--- src/rtl/iteration_count_piecewise_palette_unit_macros.svh ---
// shared assertion macros for the palette unit
`ifndef ITERATION_COUNT_PIECEWISE_PALETTE_UNIT_MACROS_SVH
`define ITERATION_COUNT_PIECEWISE_PALETTE_UNIT_MACROS_SVH
`ifndef SYNTHESIS
// property must hold at every clock edge out of reset
`define ASSERT_PROP(lbl, clk, rst_n, prop) \
    lbl: assert property (@(posedge clk) disable iff (!rst_n) (prop)) \
        else $error("assertion failed");
// expression must never be true out of reset
`define ASSERT_NEVER(lbl, clk, rst_n, expr) \
    lbl: assert property (@(posedge clk) disable iff (!rst_n) !(expr)) \
        else $error("forbidden condition");
`else
`define ASSERT_PROP(lbl, clk, rst_n, prop)
`define ASSERT_NEVER(lbl, clk, rst_n, expr)
`endif
`endif

--- src/rtl/icpp_pkg.sv ---
package icpp_pkg;

    // classification of one word, made by the front end
    typedef struct packed {
        logic blk;    // count at or above the limit
        logic upper;  // count in the upper half
    } t_cls;

    localparam int NUM_CH    = 3;
    localparam int NUM_TERMS = 5;

    localparam logic [15:0] MAX_ITER_RST = 16'd1000;

    // coefficients in units of 1e-4, highest power first; red, green, blue
    localparam int LOWER_TAB [NUM_CH][NUM_TERMS] = '{
        '{0, 0, 0, 1067, 9200},
        '{0, 0, 0, 5584, 2494},
        '{0, 0, 0, -376, 282}
    };

    localparam int UPPER_TAB [NUM_CH][NUM_TERMS] = '{
        '{0, 6118, -2286, -13475, 9493},
        '{3465, -46460, 41957, -5881, 8365},
        '{-366545, 702973, -400717, 68002, -272}
    };

    // decimal coefficient to signed fixed point, round half away from zero
    function automatic longint to_fixed(input int c4, input int frac);
        longint mag;
        longint q;
        mag = (c4 < 0) ? -longint'(c4) : longint'(c4);
        q   = ((mag << frac) + 64'sd5000) / 64'sd10000;
        return (c4 < 0) ? -q : q;
    endfunction

endpackage

--- src/rtl/icpp_front.sv ---
module icpp_front #(
    parameter int FRAC_BITS = 16
) (
    input  logic                 i_clk,
    input  logic                 i_rst_n,
    input  logic                 i_en,
    input  logic                 i_accept,
    input  logic [15:0]          i_max_iter,
    input  logic [15:0]          i_iter_count,
    input  logic [23:0]          i_pixel_offset,
    output logic                 o_vld,
    output icpp_pkg::t_cls       o_cls,
    output logic [FRAC_BITS-1:0] o_v,
    output logic [23:0]          o_off
);

    localparam int NS = FRAC_BITS + 2;

    logic                 r_vld [NS];
    logic                 r_blk [NS];
    logic [16:0]          r_rem [NS];
    logic [FRAC_BITS:0]   r_q   [NS];
    logic [23:0]          r_off [NS];

    always_ff @(posedge i_clk) begin
        if (!i_rst_n) begin
            r_vld[0] <= 1'b0;
        end else if (i_en) begin
            r_vld[0] <= i_accept;
        end
    end

    always_ff @(posedge i_clk) begin
        if (i_en) begin
            r_blk[0] <= (i_iter_count >= i_max_iter);
            r_rem[0] <= {i_iter_count, 1'b0};
            r_q[0]   <= '0;
            r_off[0] <= i_pixel_offset;
        end
    end

    // one quotient bit per stage, restoring division
    for (genvar k = 1; k < NS; k++) begin : g_div
        logic [17:0] n_d;
        logic        n_bit;
        logic [17:0] n_rem;

        always_comb begin
            if (k == 1) begin
                n_d = {1'b0, r_rem[k-1]};
            end else begin
                n_d = {r_rem[k-1], 1'b0};
            end
            n_bit = (n_d >= {2'b00, i_max_iter});
            n_rem = n_bit ? (n_d - {2'b00, i_max_iter}) : n_d;
        end

        always_ff @(posedge i_clk) begin
            if (!i_rst_n) begin
                r_vld[k] <= 1'b0;
            end else if (i_en) begin
                r_vld[k] <= r_vld[k-1];
            end
        end

        always_ff @(posedge i_clk) begin
            if (i_en) begin
                r_blk[k] <= r_blk[k-1];
                r_rem[k] <= n_rem[16:0];
                r_q[k]   <= {r_q[k-1][FRAC_BITS-1:0], n_bit};
                r_off[k] <= r_off[k-1];
            end
        end
    end

    assign o_vld       = r_vld[NS-1];
    assign o_cls.blk   = r_blk[NS-1];
    assign o_cls.upper = r_q[NS-1][FRAC_BITS];
    assign o_v         = r_q[NS-1][FRAC_BITS-1:0];
    assign o_off       = r_off[NS-1];

endmodule

--- config.mk ---
export PLATFORM = sky130hd
export DESIGN_NAME = icpp_front
export DESIGN_NICKNAME = d
export VERILOG_FILES = /design/src/rtl/iteration_count_piecewise_palette_unit_macros.svh /design/src/rtl/icpp_pkg.sv /design/src/rtl/icpp_front.sv
export SDC_FILE = /design/constraint.sdc
export NUM_CORES = 1
export LEC_CHECK = 0
export ABC_AREA = 0
export BUFFER_PORTS_ARGS = -buffer_cell sky130_fd_sc_hd__buf_2
export CELL_PAD_IN_SITES_DETAIL_PLACEMENT = 2
export CELL_PAD_IN_SITES_GLOBAL_PLACEMENT = 2
export CORE_ASPECT_RATIO = 0.7
export CORE_MARGIN = 2
export CORE_UTILIZATION = 41
export CTS_CLUSTER_DIAMETER = 80
export CTS_CLUSTER_SIZE = 28
export DETAILED_ROUTE_END_ITERATION = 10
export PLACE_DENSITY = 0.79
export SLEW_MARGIN = 15
export SYNTH_ARGS = -nofsm -noshare
export SYNTH_HDL_FRONTEND = slang
export SYNTH_SLANG_ARGS = --single-unit
export TNS_END_PERCENT = 50
--- constraint.sdc ---
create_clock -name i_clk -period 3.1 [get_ports i_clk]
set_input_delay 0.31 -clock i_clk [delete_from_list [all_inputs] [get_ports i_clk]]
set_output_delay 0.31 -clock i_clk [all_outputs]
set_load 0.01 [all_outputs]
# Word-level counts from Yosys, hierarchy flattened
# Memories as Yosys holds them, arrays and structs flattened.
# Cells that the tools add are included.
# word_totals
ram_bits	1080
mem_count	5
output_inout_bits	43
register_bits	0
# mem_list
name	words	word_bits	rd	rd_clocked_by_memory_dff	write_ports	line_no	text
r_off	18	24	18	0	18	icpp_front.sv:23	logic [23:0] r_off [NS];
r_q	18	17	18	0	18	icpp_front.sv:22	logic [FRAC_BITS:0] r_q [NS];
r_rem	18	17	17	0	18	icpp_front.sv:21	logic [16:0] r_rem [NS];
r_blk	18	1	18	0	18	icpp_front.sv:20	logic r_blk [NS];
r_vld	18	1	18	0	18	icpp_front.sv:19	logic r_vld [NS];
# classes
n_addsub	17
muxes	40
n_bitwise	18
order_cmp	18
# ops
operator	count
$mux 17	17
$sub 17x16->17	17
$ge 18x16->1	16
$mux 1	23
$or 1x1->1	18
$ge 17x16->1	1
$ge 16x16->1	1

# Depth between registers and ports, before layout
# logic_depth
word_depth	4
ltp_mapped	13

# Worst setup path after synthesis
# No wires, ideal clock.
# synth_path
path_kind	input-to-reg
from	input port i_max_iter[0]
to	memory r_rem[10][10] (data pin)
required_ns	2.831
path_slack_ns	-0.048
stages	13
path_buffers	5
t_arrival_ns	2.879
cell_sequence	buf_2 -> clkbuf_1 -> inv_1 -> clkbuf_1 -> ha_1 -> nand3_1 -> o31a_1 -> a211oi_1 -> and3b_1 -> clkbuf_1 -> clkbuf_1 -> nand2_1 -> o21ai_0
# synth_rtl
item	line_no	text
start, declared	icpp_front.sv:8	input logic [15:0] i_max_iter,
end, declared	icpp_front.sv:21	

==> metrics.md <==
| Metric | Value |
|---|---|
| Yosys warns | `0` |
| I/O Buffers | `just over 100` |
| Tcrit/Tclk final | `101%` |
| Post-Synthesis Cells | `3,248` |
| Post-layout util | `47.1%` |
| Least-Margin Pin Slew | `0.969 ns` |
| Vias/cell | `5.97` |
| Synth cell types | `89` |
| Die Wd | `~390 um` |
| First-pass GRT wire length | `~220,000 um` |
| Clock group share of total power | `between 10% and 20%` |
| TritonCTS Buffers | `44` |
| Startpoint class of the critical path | `flop` |
| Family with the most delay on the worst path | `compound AO/OA/AOI/OAI gates` |
| Fin. max-slew vios | `0` |
| Syn_area_per_cell | `13.4 sq um` |
| I/O Pins | `103` |
| Drt total wl | `148,000 um` |
| Drt first-iter violations | `2,732` |
| HPWL Detailed | `107,000 um` |
| Sequential share of the synthesized area | `a little over three fifths` |
| Pwr dens | `~960 nW/um^2` |
| Ys async rst share | `0%` |
| Placer Congestion | `0.851` |
| Ant. Diodes | `0` |
| GRT Overall Usage | `26.6%` |
| RSZ-0062 raised after global routing | `true` |
| Clk root buf | `clkbuf_16` |
| Sequential power share | `40.1%` |
| Net Sw Frac | `around two fifths` |
| Iteration count of the initial detailed-routing pass | `5` |
| Max-cap violations | `0` |
| Nets | `3,934` |
| Layout area overhead | `13.6%` |
| R2R setup slack | `-0.03 ns` |
| F_max | `320 MHz` |
| CTS Sinks | `909` |
| Final setup fails | `1` |
| NetSw | `roughly 19 mW` |
| DRT antenna net count | `0` |
| Mapped Area | `43,400 sq um` |
| Most frequent cells in the layout | `edfxtp_1 (908), ha_1 (285), nand2_1 (279)` |
| Final Hold Fails | `0` |
| DRC viols | `0` |
| Initial antenna violation count | `4` |
| Starting Density | `between 40% and 50%` |
| Most used DFF post-synth | `edfxtp_1` |
| Setup CP Type | `flop to flop` |
| Violated checks | `setup timing` |
| Critical-path maximum fanout | `22` |
| Total power | `47.4 mW` |
| Data required time at the worst endpoint | `3.57 ns` |
| Worst hold path class | `input pin to flop` |
| Share of cells above drive strength 1 | `14.1%` |
| Placement-stage cell area | `47,300 sq um` |
| Worst Path Buf+Inv | `1` |
| DR vias | `29,900` |
| Final Skew | `approximately 0.038 ns` |
| Post-Layout Inst Area | `49,300 sq um` |
| Post-synth EDFFs | `908` |
| Die extent in y | `around 280 um` |
| Worst-Skew Late Latency | `0.68 ns` |
| Maximum vdd drop | `0.000429 V` |
| Number of global-route vias before repair | `between 30,000 and 40,000` |
| Slew headroom | `35.4%` |
| Final worst slack | `-0.0284 ns` |
| Critical path capture point type | `flop` |
| Core area | `105,000 sq um` |
| CTS tree | `done` |
| Min Clock Period, post-route | `3.13 ns` |
| CP max stage cell | `edfxtp_1` |
| CP peak stage delay | `0.60 ns` |
| Global route overflow | `0` |
| Int Pwr | `28.5 mW` |
| Post-synthesis register bit count | `909` |
| WL/cell | `29.6 um` |
| Worst EP arrival | `3.60 ns` |
| Critical Path, Cell by Cell | `ha_2, nand2_1, o211ai_1, a21o_1, a21oi_1, nand4b_1, buf_12, or4b_1, o21ai_0` |
| Run status | `finished, violations left` |
| DIE AREA | `109,000 sq um` |
| Longest Clk Path Bufs | `3` |
| Most common cell after layout, fill and taps aside | `edfxtp_1` |
| LEAKAGE | `18.3 nW` |
| Clock-pin slew on the worst setup and hold paths | `0.12 ns` |
| H-tree levels | `2` |
| Synthesized Nets | `3,611` |
| Comb power frac | `44.2%` |
| Pin count of the biggest net entering global routing | `134` |
| Row count | `99` |
## Yosys cell counts (10+ instances only)
master      n  area [sq um]
edfxtp_1  908         27300
ha_1      287          3590
nand2_1   279          1050
a21oi_1   264          1320
o21ai_0   245          1230
nor2_1    190           713
xor2_1    105           920
xnor2_1    87           762
inv_1      74           278
nand2b_1   66           413
mux2_2     65           732
a21o_1     63           473
nor3_1     51           255
clkbuf_1   47           176
nand3_1    44           220
nand4_1    32           200
o21a_1     31           233
and3_1     30           188
o211ai_1   29           218
a31oi_1    28           175
nor2b_1    27           169
a211oi_1   25           188
o31ai_1    21           158
fa_1       16           320
mux2_4     14           210
o31a_1     12           105
a21boi_0   11          82.6
mux2i_1    11           110
or3_1      10          62.6
## repair_timing
action	CTS	global route
hold endpoints to repair	40	0
gates resized for setup	9	11
setup buffers	0	4
pin swaps	2	2
setup endpoints to repair	11	17
hold buffers	40	0
## power by group through the flow
stage	Clock [mW]	Sequential [mW]	Combinational [mW]
final	7.47	19.0	21.0
after global routing	7.93	19.1	22.5
after CTS	7.57	18.9	20.6
after detailed placement	0	19.2	20.1
after global placement	0	18.8	17.7
after floorplan	0	18.0	12.8
## flip-flops by register name (all words and copies together) (netlist names)
signal,count
r_vld,18
r_rem,288
r_blk,18
r_q,153
r_off,432
## metal layers
| layer | global-route usage (%) | share of wire, % | vias up | wire (um) |
|---|---|---|---|---|
| li1 | - | - | 13000 | - |
| met1 | 34.0 | 41 | 15500 | 60100 |
| met2 | 45.1 | 49 | 1071 | 72800 |
| met3 | 3.69 | 5.3 | 357 | 7830 |
| met4 | 11.8 | 5.0 | 2 | 7340 |
| met5 | 0 | 0.0074 | - | 11 |
## final cells by class
| type | count | area [sq um] |
|---|---|---|
| fillers | 10100 | 55300 |
| flip-flops and latches | 909 | 27300 |
| multi-input cells | 2199 | 15600 |
| repair buffers | 341 | 2870 |
| well taps | 1414 | 1770 |
| clock buffers | 46 | 1110 |
| clock inverters | 22 | 348 |
| inverters | 76 | 290 |
## through the flow
| step | setup TNS [ns] | instances | hold WS (ns) | worst slack (ns) |
|---|---|---|---|---|
| 6_report | -0.0284 | 5007 | 0.0851 | -0.0284 |
| 5_1_grt | -0.137 | 5007 | 0.0784 | -0.0583 |
| 4_1_cts | 0 | 5003 | 0.0627 | 0.00325 |
| 3_5_place_dp | -17.51 | 4895 | 0.405 | -0.584 |
| 3_3_place_gp | -0.206 | 4895 | 0.400 | -0.0534 |
| 2_1_floorplan | 0 | 3248 | 0.400 | 0.176 |
## path summary, 6_finish.rpt
| path | from | to | cells after the start |
|---|---|---|---|
| worst max-delay path | r_rem[12][12] | r_rem[13][11] | 9 |
| worst min-delay path | i_rst_n | r_vld[8][0] | 2 |
| worst max register to register | r_rem[12][12] | r_rem[13][11] | 9 |
| worst min register to register | r_off[8][9] | r_off[9][9] | 0 |
## logic make-up (layout without fill, tap and decap cells)
| logic type | count (synthesis) | after routing | synth area share (%) |
|---|---|---|---|
| DFF | 909 | 909 | 62.9 |
| AOI/OAI and AO/OA | 832 | 832 | 11.9 |
| and+or+nand+nor | 775 | 775 | 8.32 |
| adders and majority gates | 303 | 303 | 9.01 |
| xor gates and xnor gates | 192 | 192 | 3.87 |
| buffers and inverters | 140 | 485 | 1.39 |
| muxes | 97 | 97 | 2.61 |
(Power assumes the default switching activity.)
