--- src/rtl/iteration_count_piecewise_palette_unit_macros.svh ---
// shared assertion macros for the palette unit
`ifndef ITERATION_COUNT_PIECEWISE_PALETTE_UNIT_MACROS_SVH
`define ITERATION_COUNT_PIECEWISE_PALETTE_UNIT_MACROS_SVH
`ifndef SYNTHESIS
// property must hold at every clock edge out of reset
`define ASSERT_PROP(lbl, clk, rst_n, prop) \
    lbl: assert property (@(posedge clk) disable iff (!rst_n) (prop)) \
        else $error("assertion failed");
// expression must never be true out of reset
`define ASSERT_NEVER(lbl, clk, rst_n, expr) \
    lbl: assert property (@(posedge clk) disable iff (!rst_n) !(expr)) \
        else $error("forbidden condition");
`else
`define ASSERT_PROP(lbl, clk, rst_n, prop)
`define ASSERT_NEVER(lbl, clk, rst_n, expr)
`endif
`endif

--- src/rtl/icpp_fifo.sv ---
`include "iteration_count_piecewise_palette_unit_macros.svh"

module icpp_fifo #(
    parameter int W = 42
) (
    input  logic         i_clk,
    input  logic         i_rst_n,
    input  logic         i_push,
    input  logic [W-1:0] i_data,
    input  logic         i_pop,
    output logic [W-1:0] o_data,
    output logic         o_empty,
    output logic         o_full
);

    logic [W-1:0] r_mem [2];
    logic         r_wp;
    logic         r_rp;
    logic [1:0]   r_cnt;

    always_ff @(posedge i_clk) begin
        if (i_push) begin
            r_mem[r_wp] <= i_data;
        end
    end

    always_ff @(posedge i_clk) begin
        if (!i_rst_n) begin
            r_wp  <= 1'b0;
            r_rp  <= 1'b0;
            r_cnt <= '0;
        end else begin
            if (i_push) begin
                r_wp <= ~r_wp;
            end
            if (i_pop) begin
                r_rp <= ~r_rp;
            end
            r_cnt <= r_cnt + {1'b0, i_push} - {1'b0, i_pop};
        end
    end

    assign o_data  = r_mem[r_rp];
    assign o_empty = (r_cnt == 2'd0);
    assign o_full  = (r_cnt == 2'd2);

    `ASSERT_NEVER(a_no_overflow, i_clk, i_rst_n, i_push && o_full && !i_pop)

endmodule

--- config.mk ---
export PLATFORM = sky130hd
export DESIGN_NAME = icpp_fifo
export DESIGN_NICKNAME = d
export VERILOG_FILES = /design/src/rtl/icpp_fifo.sv
export VERILOG_INCLUDE_DIRS = /design/src /design/src/rtl
export SDC_FILE = /design/constraint.sdc
export NUM_CORES = 1
export LEC_CHECK = 0
export BUFFER_PORTS_ARGS = -buffer_cell sky130_fd_sc_hd__buf_2
export CAP_MARGIN = 20
export CORE_ASPECT_RATIO = 1.4
export CORE_MARGIN = 8
export CORE_UTILIZATION = 45
export DETAILED_ROUTE_END_ITERATION = 7
export GPL_TIMING_DRIVEN = 0
export HOLD_SLACK_MARGIN = 0.08
export PLACE_DENSITY = 0.7
export REMOVE_ABC_BUFFERS = 1
export SYNTH_ARGS = -nofsm -noshare
export SYNTH_HDL_FRONTEND = slang
export SYNTH_SLANG_ARGS = --single-unit
--- constraint.sdc ---
create_clock -name i_clk -period 3.4 [get_ports i_clk]
set_input_delay 0.34 -clock i_clk [delete_from_list [all_inputs] [get_ports i_clk]]
set_output_delay 0.34 -clock i_clk [all_outputs]
set_load 0.03 [all_outputs]
# [Word-level counts from Yosys, hierarchy flattened]
# Memory sizes are Yosys's and may differ from the RTL's. A register that Yosys moved wholly into a read port is not among the register bits.
# Cells that the tools add are included.
[word_totals] reg_bits=4 ramBits=84 input_bits=46 mem_count=1
[op_classes] n_addsub=2 eq_ne=1 mux=4 bitwise_logic=2 reduce_logical=1
[mem_list] memory="r_mem" words=2 word_bits=42 rd=1 rd_clocked_by_memory_dff=1 write_ports=1 line_no="icpp_fifo.sv:16" source="logic [W-1:0] r_mem [2];"
[ops] op="1-bit 2-to-1 mux" count=4
[ops] op="2-bit by 1-bit adder with 2-bit output" count=1
[ops] op="2-bit equality test, second input constant" count=1
[ops] op="2-bit logical NOT" count=1
[ops] op="1-bit NOT" count=2
[ops] op="2-bit by 1-bit subtractor with 2-bit output" count=1

# [Longest topological paths before layout]
# Gate-level depths: netlist (run 1).
[depth] depth_word=3 depth_mapped=6

# [Least setup slack after synthesis (run 1)]
# No wires, ideal clock.
[synth_timing] kind="input to register" startpoint="input port i_push" endpoint="memory r_mem[0][0], enable pin" arrival_time_ns=2.246 required_ns=2.952 slack_ns=0.707 path_stages=1 path_cell_list="nor2b_1"
[synth_via] elab_chain_len=2
[synth_rtl] element="from (decl)" line_no="icpp_fifo.sv:8" source="input logic i_push,"
[synth_rtl] element="1-bit 2-to-1 mux" line_no="icpp_fifo.sv:22" source="if (i_push) begin"
[synth_rtl] element="1-bit 2-to-1 mux (implied by the code)" line_no="icpp_fifo.sv:23" source="r_mem[r_wp] <= i_data;"
[synth_rtl] element="to (decl)" line_no="icpp_fifo.sv:16"
# Every way passes these cells.

==> results.md, run 1 <==
- The utilization after layout is 55.08%.
- The TritonCTS sink count is 89.
- Across all layers, the routed design uses 1655 vias.
- The area of the die is 0.01080 mm².
- The synthesized design devotes to its leading area cell type 72.86% of total area.
- STA puts the critical path data required time at 3.06 ns.
- The origin of the worst min-delay path is i_data[0].
- The critical path contains buffers and inverters numbering 2 combined.
- The global routing usage summed across all routing layers is 11.39%.
- The top cell types in the final layout, fill and taps aside, are buf_2, edfxtp_1, mux2_4.
- In this run the number of cells on the critical path is 3.
- The cell area after layout is 0.004190 mm².
- In this run, the number of DRC markers left after iteration 0 of detailed routing was 63.
- The maximum count of clock buffers along a single path is 2.
- The detailed-route wire length per cell is 16.70 µm.
- The element type at the critical path end is a primary output.
- Buffers inserted to repair hold after CTS numbered 0.
- From synthesis to final layout, the design area changed by 21.03%.
- Entering global routing, the biggest net connects 25 pins.
- The floorplan step defined a core boundary enclosing 0.007607 mm².
- In the final layout, the share of cells above drive strength 1 is 58.43%.
- The number of cells on the worst reg-to-reg path is 2.
- The number of gates resized after cts is 0.
- The clock transition at the registers of the reported paths is 0.08 ns.
- The insertion delay to the later sink of the worst-skew pair is 0.36 ns.
- The via count of the first global-routing pass is 1772.
- The worst register-to-register path begins at r_wp.
- The total of buffers placed on input and output ports is 89.
- Detailed placement ended at an HPWL of 4045 µm.
- In the routed layout, each cell is associated on average with a via count of 4.662.
- Summing all placed instances gives a cell area of 0.004011 mm².
- The delay of the slowest cell on the worst path is 0.75 ns.
- The deepest level of the CTS H-tree is 3.
- The type of the worst setup path is reg2out.
- The highest attainable clock frequency is 0.4391 GHz.
- The initial cell density of the core is 45.51%.
- The die is 119.8 µm tall.
- The cell count after synthesis is 152.
- The first-pass GRT wire length is 9101 µm.
- For the pin with the worst max-slew slack, the measured transition is 0.6510 ns.
- The TritonCTS clock tree is yes.
- The synthesis-stage register bit count is 89.
- For the final database, setup skew stands at 0.006628 ns.
- The floorplan row count is 38.
- The relative max-transition margin is 56.51%.
- The worst min-delay path category is in2reg.
- Summed over all layers, the routed wires come to 5929 µm.
- The worst-case IR drop observed on VDD is 0.0003490 V.
- The top cell family by delay on the critical path is flip-flops.
- STA classifies the critical path startpoint as a flop.
- In this run, distinct cell masters in the synthesized netlist total 14.
- Summed over all cells, the static leakage comes to 0.001678 µW.
- After detailed routing, the number of remaining DRC violations is 0.
- After clock tree synthesis, the setup repair step added 0 buffers.
- Setup violations remaining at the end of the flow were counted as 0.
- The sequential cell area fraction in the yosys report is 75.75%.
- In this run the horizontal extent of the chip is 90.13 µm.
- The library cell used most frequently in the layout, excluding fill and tap cells, is buf_2.
- The final clock period utilization by the worst path is 66.99%.
- The last weighted congestion value of the routability-driven placer is 0.6873.
- The number of I/O pins is 90.
- The number of warnings reported in the yosys synthesis log is 0.
- The max-slew violation count is 0.
- Each instance of the synthesized netlist takes up on average 22.78 µm².
- The residual antenna-violating net count after detailed routing is 0.
- The depth of the worst hold-timing path is 1.
- The layout net count is 298.
- The arrival time of the worst setup path is 1.94 ns.
- The critical-path cell with the highest stage delay is dfxtp_2.
- The run finished with clean final reports.
- The areal power density over the cells is 561.2 mW/mm².
- The total power after layout is 2352 µW.
- The tool flagged a number of max-cap violations equal to 0.
- The overall overflow remaining after global route is 0.
- The clock root buffer master is clkbuf_8.
- Setup repair after global routing left no endpoint under its margin.
- In this run, CTS created clock tree buffers numbering 9.
- The count of final hold-check violations came to 0.
- The maximum fanout count along the critical path is 24.
- The length of the first detailed-routing pass in iterations is 4.
- Sorting the synthesized cells by area gives the leading types as edfxtp_1, mux2_4, dfxtp_1, buf_12, and2_1.
- Walking the worst path, the cells encountered are buf_12 -> mux2_4 -> buf_2.
- The post-synthesis instance area is 0.003462 mm².
- The time the final worst path needs with I/O delays and setup is 2.278 ns.
- The number of antenna diodes in the final layout is 0.
- The number of antenna violations at the first check in global routing came to 1.
- The worst hold slack after final layout is 0.1641 ns.
- The biggest area contributor in the post-synthesis netlist is edfxtp_1.
per-stage QoR:
step,cells,setup TNS [ns],worst slack [ns]
2_1_floorplan,147,0,0.7067
3_3_place_gp,336,-22.81,-0.5330
3_5_place_dp,339,0,1.470
4_1_cts,355,0,1.061
5_1_grt,355,0,1.013
6_report,355,0,1.122
worst paths after layout:
kind	end	slack (ns)
max	o_data[12]	1.12
min	r_mem[0][0]	0.16
max reg2reg	r_mem[0][33]	1.95
min reg2reg	flop	0.58
synthesized netlist by cell type (all sizes together):
cell type   n
buf         5
xnor3       1
inv         2
dfxtp       5
nor2b       4
edfxtp     84
mux2       42
and2        4
ha          2
xor2        1
o21a        1
nor2        1
power breakdown:
part           internal [µW]  switching, µW
Combinational            167            216
Sequential              1260           30.4
Clock                    336            337
Total                   1770            584
layer usage:
metal | routed length (µm) | vias to the layer above | part of all wire [%] | global-route usage, %
li1 | - | 783 | - | -
met1 | 2138 | 809 | 36 | 10.58
met2 | 3262 | 47 | 55 | 20.08
met3 | 356 | 14 | 6.0 | 4.563
met4 | 161 | 2 | 2.7 | 7.837
met5 | 10 | - | 0.17 | 0
cell type report:
class                   count  area, µm²
fillers                   633       3417
flip-flops and latches     89       2624
multi-input cells          56      749.5
repair buffers             92      505.5
clock buffers              12      135.1
well taps                 100      125.1
clock inverters             4      43.79
inverters                   2      7.507
logic make-up (layout without fill, tap and decap cells):
| logic type | Yosys count | after routing | share of synthesized area, % |
|---|---|---|---|
| DFF | 89 | 89 | 75.75 |
| muxes | 42 | 42 | 18.00 |
| and+or+nand+nor | 9 | 9 | 1.554 |
| buffers and inverters | 7 | 110 | 2.855 |
| adders and majority gates | 2 | 2 | 0.7227 |
| xor gates and xnor gates | 2 | 2 | 0.9035 |
| AOI/OAI and AO/OA | 1 | 1 | 0.2169 |
sequential cells by signal (all words and copies together) (netlist names), named ones only:
signal / flops
r_cnt: 2
r_mem: 84
r_rp: 1
r_wp: 1
Note: power is estimated with default switching activity, not from simulation.
==> run 2: changes to the inputs <==
--- a/config.mk
+++ b/config.mk
@@ -6,6 +6,7 @@
 export SDC_FILE = /design/constraint.sdc
 export NUM_CORES = 1
 export LEC_CHECK = 0
+export ABC_AREA = 1
 export BUFFER_PORTS_ARGS = -buffer_cell sky130_fd_sc_hd__buf_2
 export CAP_MARGIN = 20
 export CORE_ASPECT_RATIO = 1.4
@@ -14,7 +15,7 @@
 export DETAILED_ROUTE_END_ITERATION = 7
 export GPL_TIMING_DRIVEN = 0
 export HOLD_SLACK_MARGIN = 0.08
-export PLACE_DENSITY = 0.7
+export PLACE_DENSITY = 0.72
 export REMOVE_ABC_BUFFERS = 1
 export SYNTH_ARGS = -nofsm -noshare
 export SYNTH_HDL_FRONTEND = slang
==> constraint.sdc (replaced) <==
create_clock -name i_clk -period 1.94 [get_ports i_clk]
set_input_delay 0.194 -clock i_clk [delete_from_list [all_inputs] [get_ports i_clk]]
set_output_delay 0.194 -clock i_clk [all_outputs]
set_load 0.03 [all_outputs]
==> results.md, run 2 <==
- The origin of the worst min-delay path is i_push.
- The fraction of final layout cells sized beyond drive strength 1 is 49.52% (-8.9 points).
- The post-synthesis instance area is 0.003462 mm² (unchanged).
- The most area-hungry cell type in the Yosys netlist is edfxtp_1.
- The max-slew violation count is 0 (unchanged).
- In the synthesized netlist, the cells that appear most often are edfxtp_1, mux2_4, nor2_1, nand2_1, inv_1.
- The number of synthesized flops with an enable pin is 84 (unchanged).
- The cell area after layout came to 0.004753 mm² (+13%).
- The final clock period utilization by the worst path is 85.07%.
- The insertion delay to the later sink of the worst-skew pair came to 0.34 ns (-0.02 ns).
- The HPWL after detailed placement is 4408 µm (+9.0%).
- STA classifies the critical path endpoint as a primary output.
- The run finished with clean final reports.
- The residual antenna-violating net count after detailed routing came to 0 (unchanged).
- The switching power share of the total is 22.19% (-2.6 points).
- The count of cell types in the netlist was 12 (-2).
- The met3 demand-to-capacity share in global routing is 3.000% (-1.6 points).
- The relative contribution of combinational cells to total power was 14.6% (-1.7 points).
- The net switching power was 1038 µW (+78%).
- The count of vias placed by the detailed router was 1886 (+14%).
- The cell count of the worst reg-to-reg path is 3 (+1).
- The overall overflow remaining after global route was 0 (unchanged).
- The number of maximum-capacitance violations is 0 (unchanged).
- The worst register-to-register path begins at r_wp.
- The depth of the worst hold-timing path is 3 (+2).
- The area of placed instances was 0.004010 mm² (about the same).
- In the final layout, the registers with the most flip-flops are r_mem (84), r_cnt (2).
- The detailed-route wire length per cell came to 15.77 µm (-5.6%).
- The worst register-to-register path ends at r_mem[1][32].
- The relative max-transition margin is 64.91% (+8.4 points).
- The TritonCTS clock tree is yes.
- The clock transition at the registers of the reported paths is 0.09 ns (about the same).
- The sequential cell area fraction in the yosys report came to 75.75% (unchanged).
- The area taken by flip-flops and latches came to 0.002626 mm² (about the same).
- The startpoint type of the worst setup path is a flop.
- The pin count of the biggest net entering global routing was 28 (+12%).
- The violation count after the first detailed-route iteration was 98 (+56%).
- Setup repair after global routing left no endpoint under its margin.
- The maximum count of clock buffers along a single path is 2 (unchanged).
- The sequential group share of total power is 48.1% (-7.0 points).
- The total power after layout is 4677 µW (+99%).
- The area of the die is 0.01080 mm² (unchanged).
- By area the synthesized netlist is led by edfxtp_1, mux2_4, dfxtp_1, buf_12, nor2_1.
- The global routing usage summed across all routing layers is 12.15% (+0.76 points).
- The required time at the endpoint of the critical path is 1.75 ns (-1.31 ns).
- The actual transition at the worst max-transition pin is 0.5252 ns (-0.1258 ns).
- The area share of the leading cell type in the synthesized netlist is 72.86% (unchanged).
- The per-instance average area after synthesis is 21.11 µm² (-7.3%).
- The sink of the worst hold path is r_wp.
- Clock tree synthesis selected as its root buffer the cell clkbuf_8.
- The count of filler cells inserted in the layout is 584 (-7.7%).
- The maximum fanout count along the critical path is 24 (unchanged).
- The last weighted congestion value of the routability-driven placer is 0.6931 (+0.84%).
- The total of buffers placed on input and output ports was 89 (unchanged).
- More flip-flops sit in one register than any other, and that register is r_mem.
- The synthesis-stage register bit count is 89 (unchanged).
- The floorplan row count is 38 (unchanged).
- The layout net count is 354 (+19%).
- The setup-violating endpoint count in the final report was 0 (unchanged).
- The CTS buffer count is 9 (unchanged).
- The peak ir drop on the vdd network is 0.0005399 V (+55%).
- The setup total negative slack was 0 ns (unchanged).
- The number of antenna violations at the first check in global routing came to 0 (-1).
- The vertical extent of the die came to 119.8 µm (unchanged).
- The worst min-delay path category is in2reg.
- The worst reg-to-reg setup slack came to 0.53 ns (-1.42 ns).
- In the synthesized netlist the dominant register cell turns out to be edfxtp_1.
- The worst setup path is of the reg2out kind.
- The most frequent standard cell in the layout excluding fill and tap cells is buf_2.
- The internal power is 3639 µW (+110%).
- The detail-routed via count per cell was 4.589 (-1.6%).
- In the layout the commonest cells are buf_2, edfxtp_1, dlygate4sd3_1.
- The total area of multi-input combinational cells is 729.5 µm² (-2.7%).
- The setup slack at placement is 0.1646 ns (-1.306 ns).
- The standard cell core area is 0.007607 mm² (unchanged).
- The cell count after synthesis came to 164 (+7.9%).
- The initial cell density of the core was 45.51% (unchanged).
- The share of synthesized flip-flops with an asynchronous set or reset came to 0% (unchanged).
- The TritonCTS sink count is 89 (unchanged).
- The area added between synthesis and finish is 37.30%.
- The utilization after layout is 62.48% (+7.4 points).
- The global routing usage on met2 was 22.48% (+2.4 points).
- After global routing, the most crowded layer is met2.
- The deepest level of the CTS H-tree is 3 (unchanged).
- Based on the critical path, the design can be clocked at up to 0.6059 GHz.
- The areal power density over the cells is 984.0 mW/mm² (+75%).
- The leakage power figure was 0.001939 µW (+16%).
- The number of antenna diodes came to 0 (unchanged).
- The first-pass GRT wire length is 10210 µm (+12%).
- The DRC violations left came to 0 (unchanged).
- The count of final hold-check violations came to 0 (unchanged).
- The setup clock skew after layout is 0.006777 ns (+0.0001482 ns).
- The via count of the first global-routing pass is 2117 (+19%).
- The met1 capacity usage during global routing is 11.72% (+1.1 points).
- The number of flip-flops in the largest register is 84 (unchanged).
- The horizontal die dimension is 90.13 µm (unchanged).
- The smallest setup slack after layout is 0.2896 ns (-0.8329 ns).
- The number of warnings reported in the yosys synthesis log is 0 (unchanged).
- The time the final worst path needs with I/O delays and setup is 1.650 ns.
- The arrival time of the worst setup path is 1.46 ns (-0.48 ns).
- The most common cell in the synthesized netlist is edfxtp_1.
- The number of I/O pins is 90 (unchanged).
- The fraction of power consumed by the clock network is 37.3% (+8.7 points).
- The length of the first detailed-routing pass in iterations was 4 (unchanged).
- The total wirelength of the detailed-routed design is 6483 µm (+9.3%).
## run 2: cell count changes in the layout (fill, tap and decap cells not counted), moves of 2 or more
cell           delta
clkbuf_1          -3
bufinv_16         +4
nor2b_1           -3
dlygate4sd3_1    +43
nor2_1            +7
clkinv_2          -2
and2_1            -3
inv_1             +4
nand2_1           +8
## run 2: what timing repair did
item,CTS,global route
hold endpoints to repair,87,0
resized for setup,1,0
hold buffers,43,0
setup endpoints to repair,26,0
setup buffers,1,0
## run 2: how the worst max path moves through the flow
| stage | to | startpoint | cells after the start | slack, ns |
|---|---|---|---|---|
| 6_report | o_data[7] | flop | 3 | 0.29 |
| 5_1_grt | o_data[11] | flop | 3 | 0.24 |
| 3_5_place_dp | o_data[7] | flop | 3 | 0.16 |
| 3_3_place_gp | r_mem[0][12] | i_push | 3 | -1.69 |
| 2_1_floorplan | r_mem[0][0] | r_wp | 1 | -0.59 |
| 4_1_cts | o_data[7] | flop | 3 | 0.25 |
## run 2: power groups by stage
stage          combinational [µW]  clock [µW]  sequential (µW)
2_1_floorplan                 400           0             2310
3_3_place_gp                  563           0             2330
3_5_place_dp                  603           0             2310
4_1_cts                       695        1790             2250
5_1_grt                       728        1860             2260
6_report                      683        1750             2250
## run 2: area by class of cell
type	instances	share of cell area, %
clock inverters	7	3.501
flip-flops and latches	89	55.25
repair buffers	136	20.11
multi-input cells	63	15.35
clock buffers	9	2.606
inverters	7	0.5528
well taps	100	2.632
## run 2: cells by family (layout without fill, tap and decap cells)
logic type,after synthesis,count (layout),synth area share [%]
AOI/OAI and AO/OA,1,1,0.1444
adders and majority gates,2,2,0.7227
buffers and inverters,12,159,3.397
DFF,89,89,75.75
muxes,42,42,18.00
and+or+nand+nor,18,18,1.988
## run 2: critical path, cell delays in order, from the launching register on
cell     delay, ns
dfxtp_4       0.38
buf_12        0.21
mux2_4        0.32
buf_2         0.18
## run 2: metrics by stage
stage                     hold slack [ns]  cells
final                              0.1255    411
after global routing               0.1336    411
after detailed placement           0.3856    351
after global placement             0.3808    348
after CTS                         0.09587    411
after floorplan                    0.2875    159
## run 2: metal layers
layer,part of all wire [%],up-vias
met2,56,48
met5,0,-
met3,4.3,12
met4,2.7,0
met1,37,919
li1,-,907
==> run 3: changes to the inputs <==
--- a/config.mk
+++ b/config.mk
@@ -6,7 +6,6 @@
 export SDC_FILE = /design/constraint.sdc
 export NUM_CORES = 1
 export LEC_CHECK = 0
-export ABC_AREA = 1
 export BUFFER_PORTS_ARGS = -buffer_cell sky130_fd_sc_hd__buf_2
 export CAP_MARGIN = 20
 export CORE_ASPECT_RATIO = 1.4
==> results.md, run 3 (synthesis gave the netlist of run 1 again) <==
- The flow ran to the end, and the final reports show no timing, DRC or antenna violations.
- The vertical extent of the die was 119.8 µm (unchanged).
- The global routing usage summed across all routing layers is 12.19% (+0.037 points).
- The via count of the first global-routing pass came to 2019 (-4.6%).
- The highest attainable clock frequency came to 0.5450 GHz (-10%).
- The clock transition at the registers of the reported paths was 0.08 ns (about the same).
- The area added between synthesis and finish is 36.65%.
- The TritonCTS sink count is 89 (unchanged).
- The standard cell core area is 0.007607 mm² (unchanged).
- The CTS buffer count came to 9 (unchanged).
- The setup-violating endpoint count in the final report was 0 (unchanged).
- The detail-routed via count per cell is 4.593 (about the same).
- The arrival time of the worst setup path is 1.64 ns (+0.18 ns).
- The met3 demand-to-capacity share in global routing is 5.250% (+2.3 points).
- The HPWL after detailed placement came to 4155 µm (-5.7%).
- The fraction of final layout cells sized beyond drive strength 1 was 51.01% (+1.5 points).
- The startpoint type of the worst setup path is a flop.
- The violation count after the first detailed-route iteration is 82 (-16%).
- The worst register-to-register path begins at r_wp.
- The areal power density over the cells is 1001 mW/mm² (+1.7%).
- The setup clock skew after layout came to 0.006693 ns (-0.00008332 ns).
- The leakage power figure was 0.001907 µW (-1.6%).
- The layout net count is 341 (-3.7%).
- The number of I/O pins came to 90 (unchanged).
- The maximum count of clock buffers along a single path came to 2 (unchanged).
- The pin count of the biggest net entering global routing was 26 (-7.1%).
- The area of the die is 0.01080 mm² (unchanged).
- Setup repair after global routing left no endpoint under its margin.
- The element type at the critical path end is a primary output.
- The floorplan row count came to 38 (unchanged).
- The actual transition at the worst max-transition pin was 0.6174 ns (+0.09222 ns).
- The insertion delay to the later sink of the worst-skew pair is 0.35 ns (about the same).
- The relative max-transition margin is 58.75% (-6.2 points).
- The worst reg-to-reg setup slack was 0.51 ns (-0.02 ns).
- The count of vias placed by the detailed router is 1828 (-3.1%).
- The final clock period utilization by the worst path came to 94.59% (+9.5 points).
- The overall overflow remaining after global route came to 0 (unchanged).
- The most frequent standard cell in the layout excluding fill and tap cells is buf_2.
- The met1 capacity usage during global routing is 11.08% (-0.64 points).
- The horizontal die dimension is 90.13 µm (unchanged).
- The number of maximum-capacitance violations is 0 (unchanged).
- The global routing usage on met2 is 22.48% (unchanged).
- The total of buffers placed on input and output ports is 89 (unchanged).
- The first-pass GRT wire length is 9991 µm (-2.2%).
- The maximum fanout count along the critical path is 21 (-13%).
- The worst register-to-register path ends at r_mem[1][40].
- The register name with the most flops is r_mem.
- The detailed-route wire length per cell is 16.12 µm (+2.2%).
- The number of flip-flops in the largest register came to 84 (unchanged).
- The DRC violations left is 0 (unchanged).
- The clock root buffer master is clkbuf_8.
- The count of final hold-check violations is 0 (unchanged).
- The area of placed instances is 0.004011 mm² (about the same).
- In the final layout, the registers with the most flip-flops are r_mem (84), r_cnt (2).
- The last weighted congestion value of the routability-driven placer is 0.6888 (-0.62%).
- The deepest level of the CTS H-tree came to 3 (unchanged).
- In this run the worst setup path terminates at o_data[41].
- The cell count of the worst reg-to-reg path is 2 (-1).
- The min-delay analysis places its worst path in the category in2reg.
- In the layout the commonest cells are buf_2, edfxtp_1, dlygate4sd3_1.
- The type of the worst setup path is reg2out.
- The cell area after layout came to 0.004731 mm² (-0.47%).
- The peak ir drop on the vdd network came to 0.0006253 V (+16%).
- The number of antenna violations at the first check in global routing was 0 (unchanged).
- The most heavily used metal layer in global routing is met2.
- The setup total negative slack is 0 ns (unchanged).
- The required time at the endpoint of the critical path came to 1.75 ns (about the same).
- The time the final worst path needs with I/O delays and setup is 1.835 ns (+0.1846 ns).
- The residual antenna-violating net count after detailed routing is 0 (unchanged).
- The max-slew violation count is 0 (unchanged).
- The number of antenna diodes is 0 (unchanged).
- The length of the first detailed-routing pass in iterations is 4 (unchanged).
- The TritonCTS clock tree is yes.
- The initial cell density of the core is 45.51% (unchanged).
- The total wirelength of the detailed-routed design is 6414 µm (-1.1%).
==> run 3: how the worst min path moves through the flow <==
| stage | startpoint | to | slack (ns) | cells past startpoint |
|---|---|---|---|---|
| finish | i_rst_n | r_rp | 0.1 | 2 |
| global route | i_rst_n | r_wp | 0.09 | 2 |
| CTS | i_rst_n | r_rp | 0.08 | 2 |
| detailed placement | i_data[12] | r_mem[0][12] | 0.39 | 1 |
| global placement | i_data[26] | r_mem[0][26] | 0.38 | 1 |
| floorplan | i_data[0] | r_mem[0][0] | 0.29 | 0 |
==> run 3: worst max-delay path, stage by stage, from the launching register on <==
cell,delay (ns)
dfxtp_4,0.51
buf_12,0.24
mux2_2,0.35
buf_2,0.18
==> run 3: power breakdown <==
group	internal [µW]	leakage (µW)	switching [µW]	total (µW)
registers	2220	0.000831	45.2	2260
clock network	1110	0.000138	605	1720
logic	353	0.000939	405	758
total	3680	0.00191	1060	4740
==> run 3: timing repair <==
item / in CTS / in global routing
gates resized for setup: 1 / 0
buffers inserted: 1 / 0
hold buffers: 42 / 0
endpoints found under the hold margin: 84 / 0
endpoints found under the setup margin: 42 / 0
==> run 3: layout make-up <==
| class | count | area, µm² |
|---|---|---|
| clock buffer | 10 | 127.6 |
| clock inverter | 6 | 153.9 |
| fill | 584 | 2877 |
| inverter | 2 | 7.507 |
| multi-input combinational | 56 | 749.5 |
| sequential | 89 | 2626 |
| tap | 100 | 125.1 |
| timing repair buffer | 135 | 940.9 |
==> run 3: routing by layer <==
layer / wire length (µm) / up-vias
li1: - / 867
met4: 137 / 0
met5: 0 / -
met3: 365 / 12
met2: 3639 / 49
met1: 2271 / 900
==> run 3: through the flow <==
step	worst slack [ns]	hold slack, ns	total power (µW)	util, %	cells
floorplan	-0.7204	0.2929	2792	-	147
global placement	-1.836	0.3829	2989	51.81	336
detailed placement	0.08011	0.3855	3001	52.73	339
CTS	0.06354	0.08011	4783	62.19	398
global route	0.02152	0.09156	4902	62.19	398
finish	0.1050	0.09724	4736	62.19	398
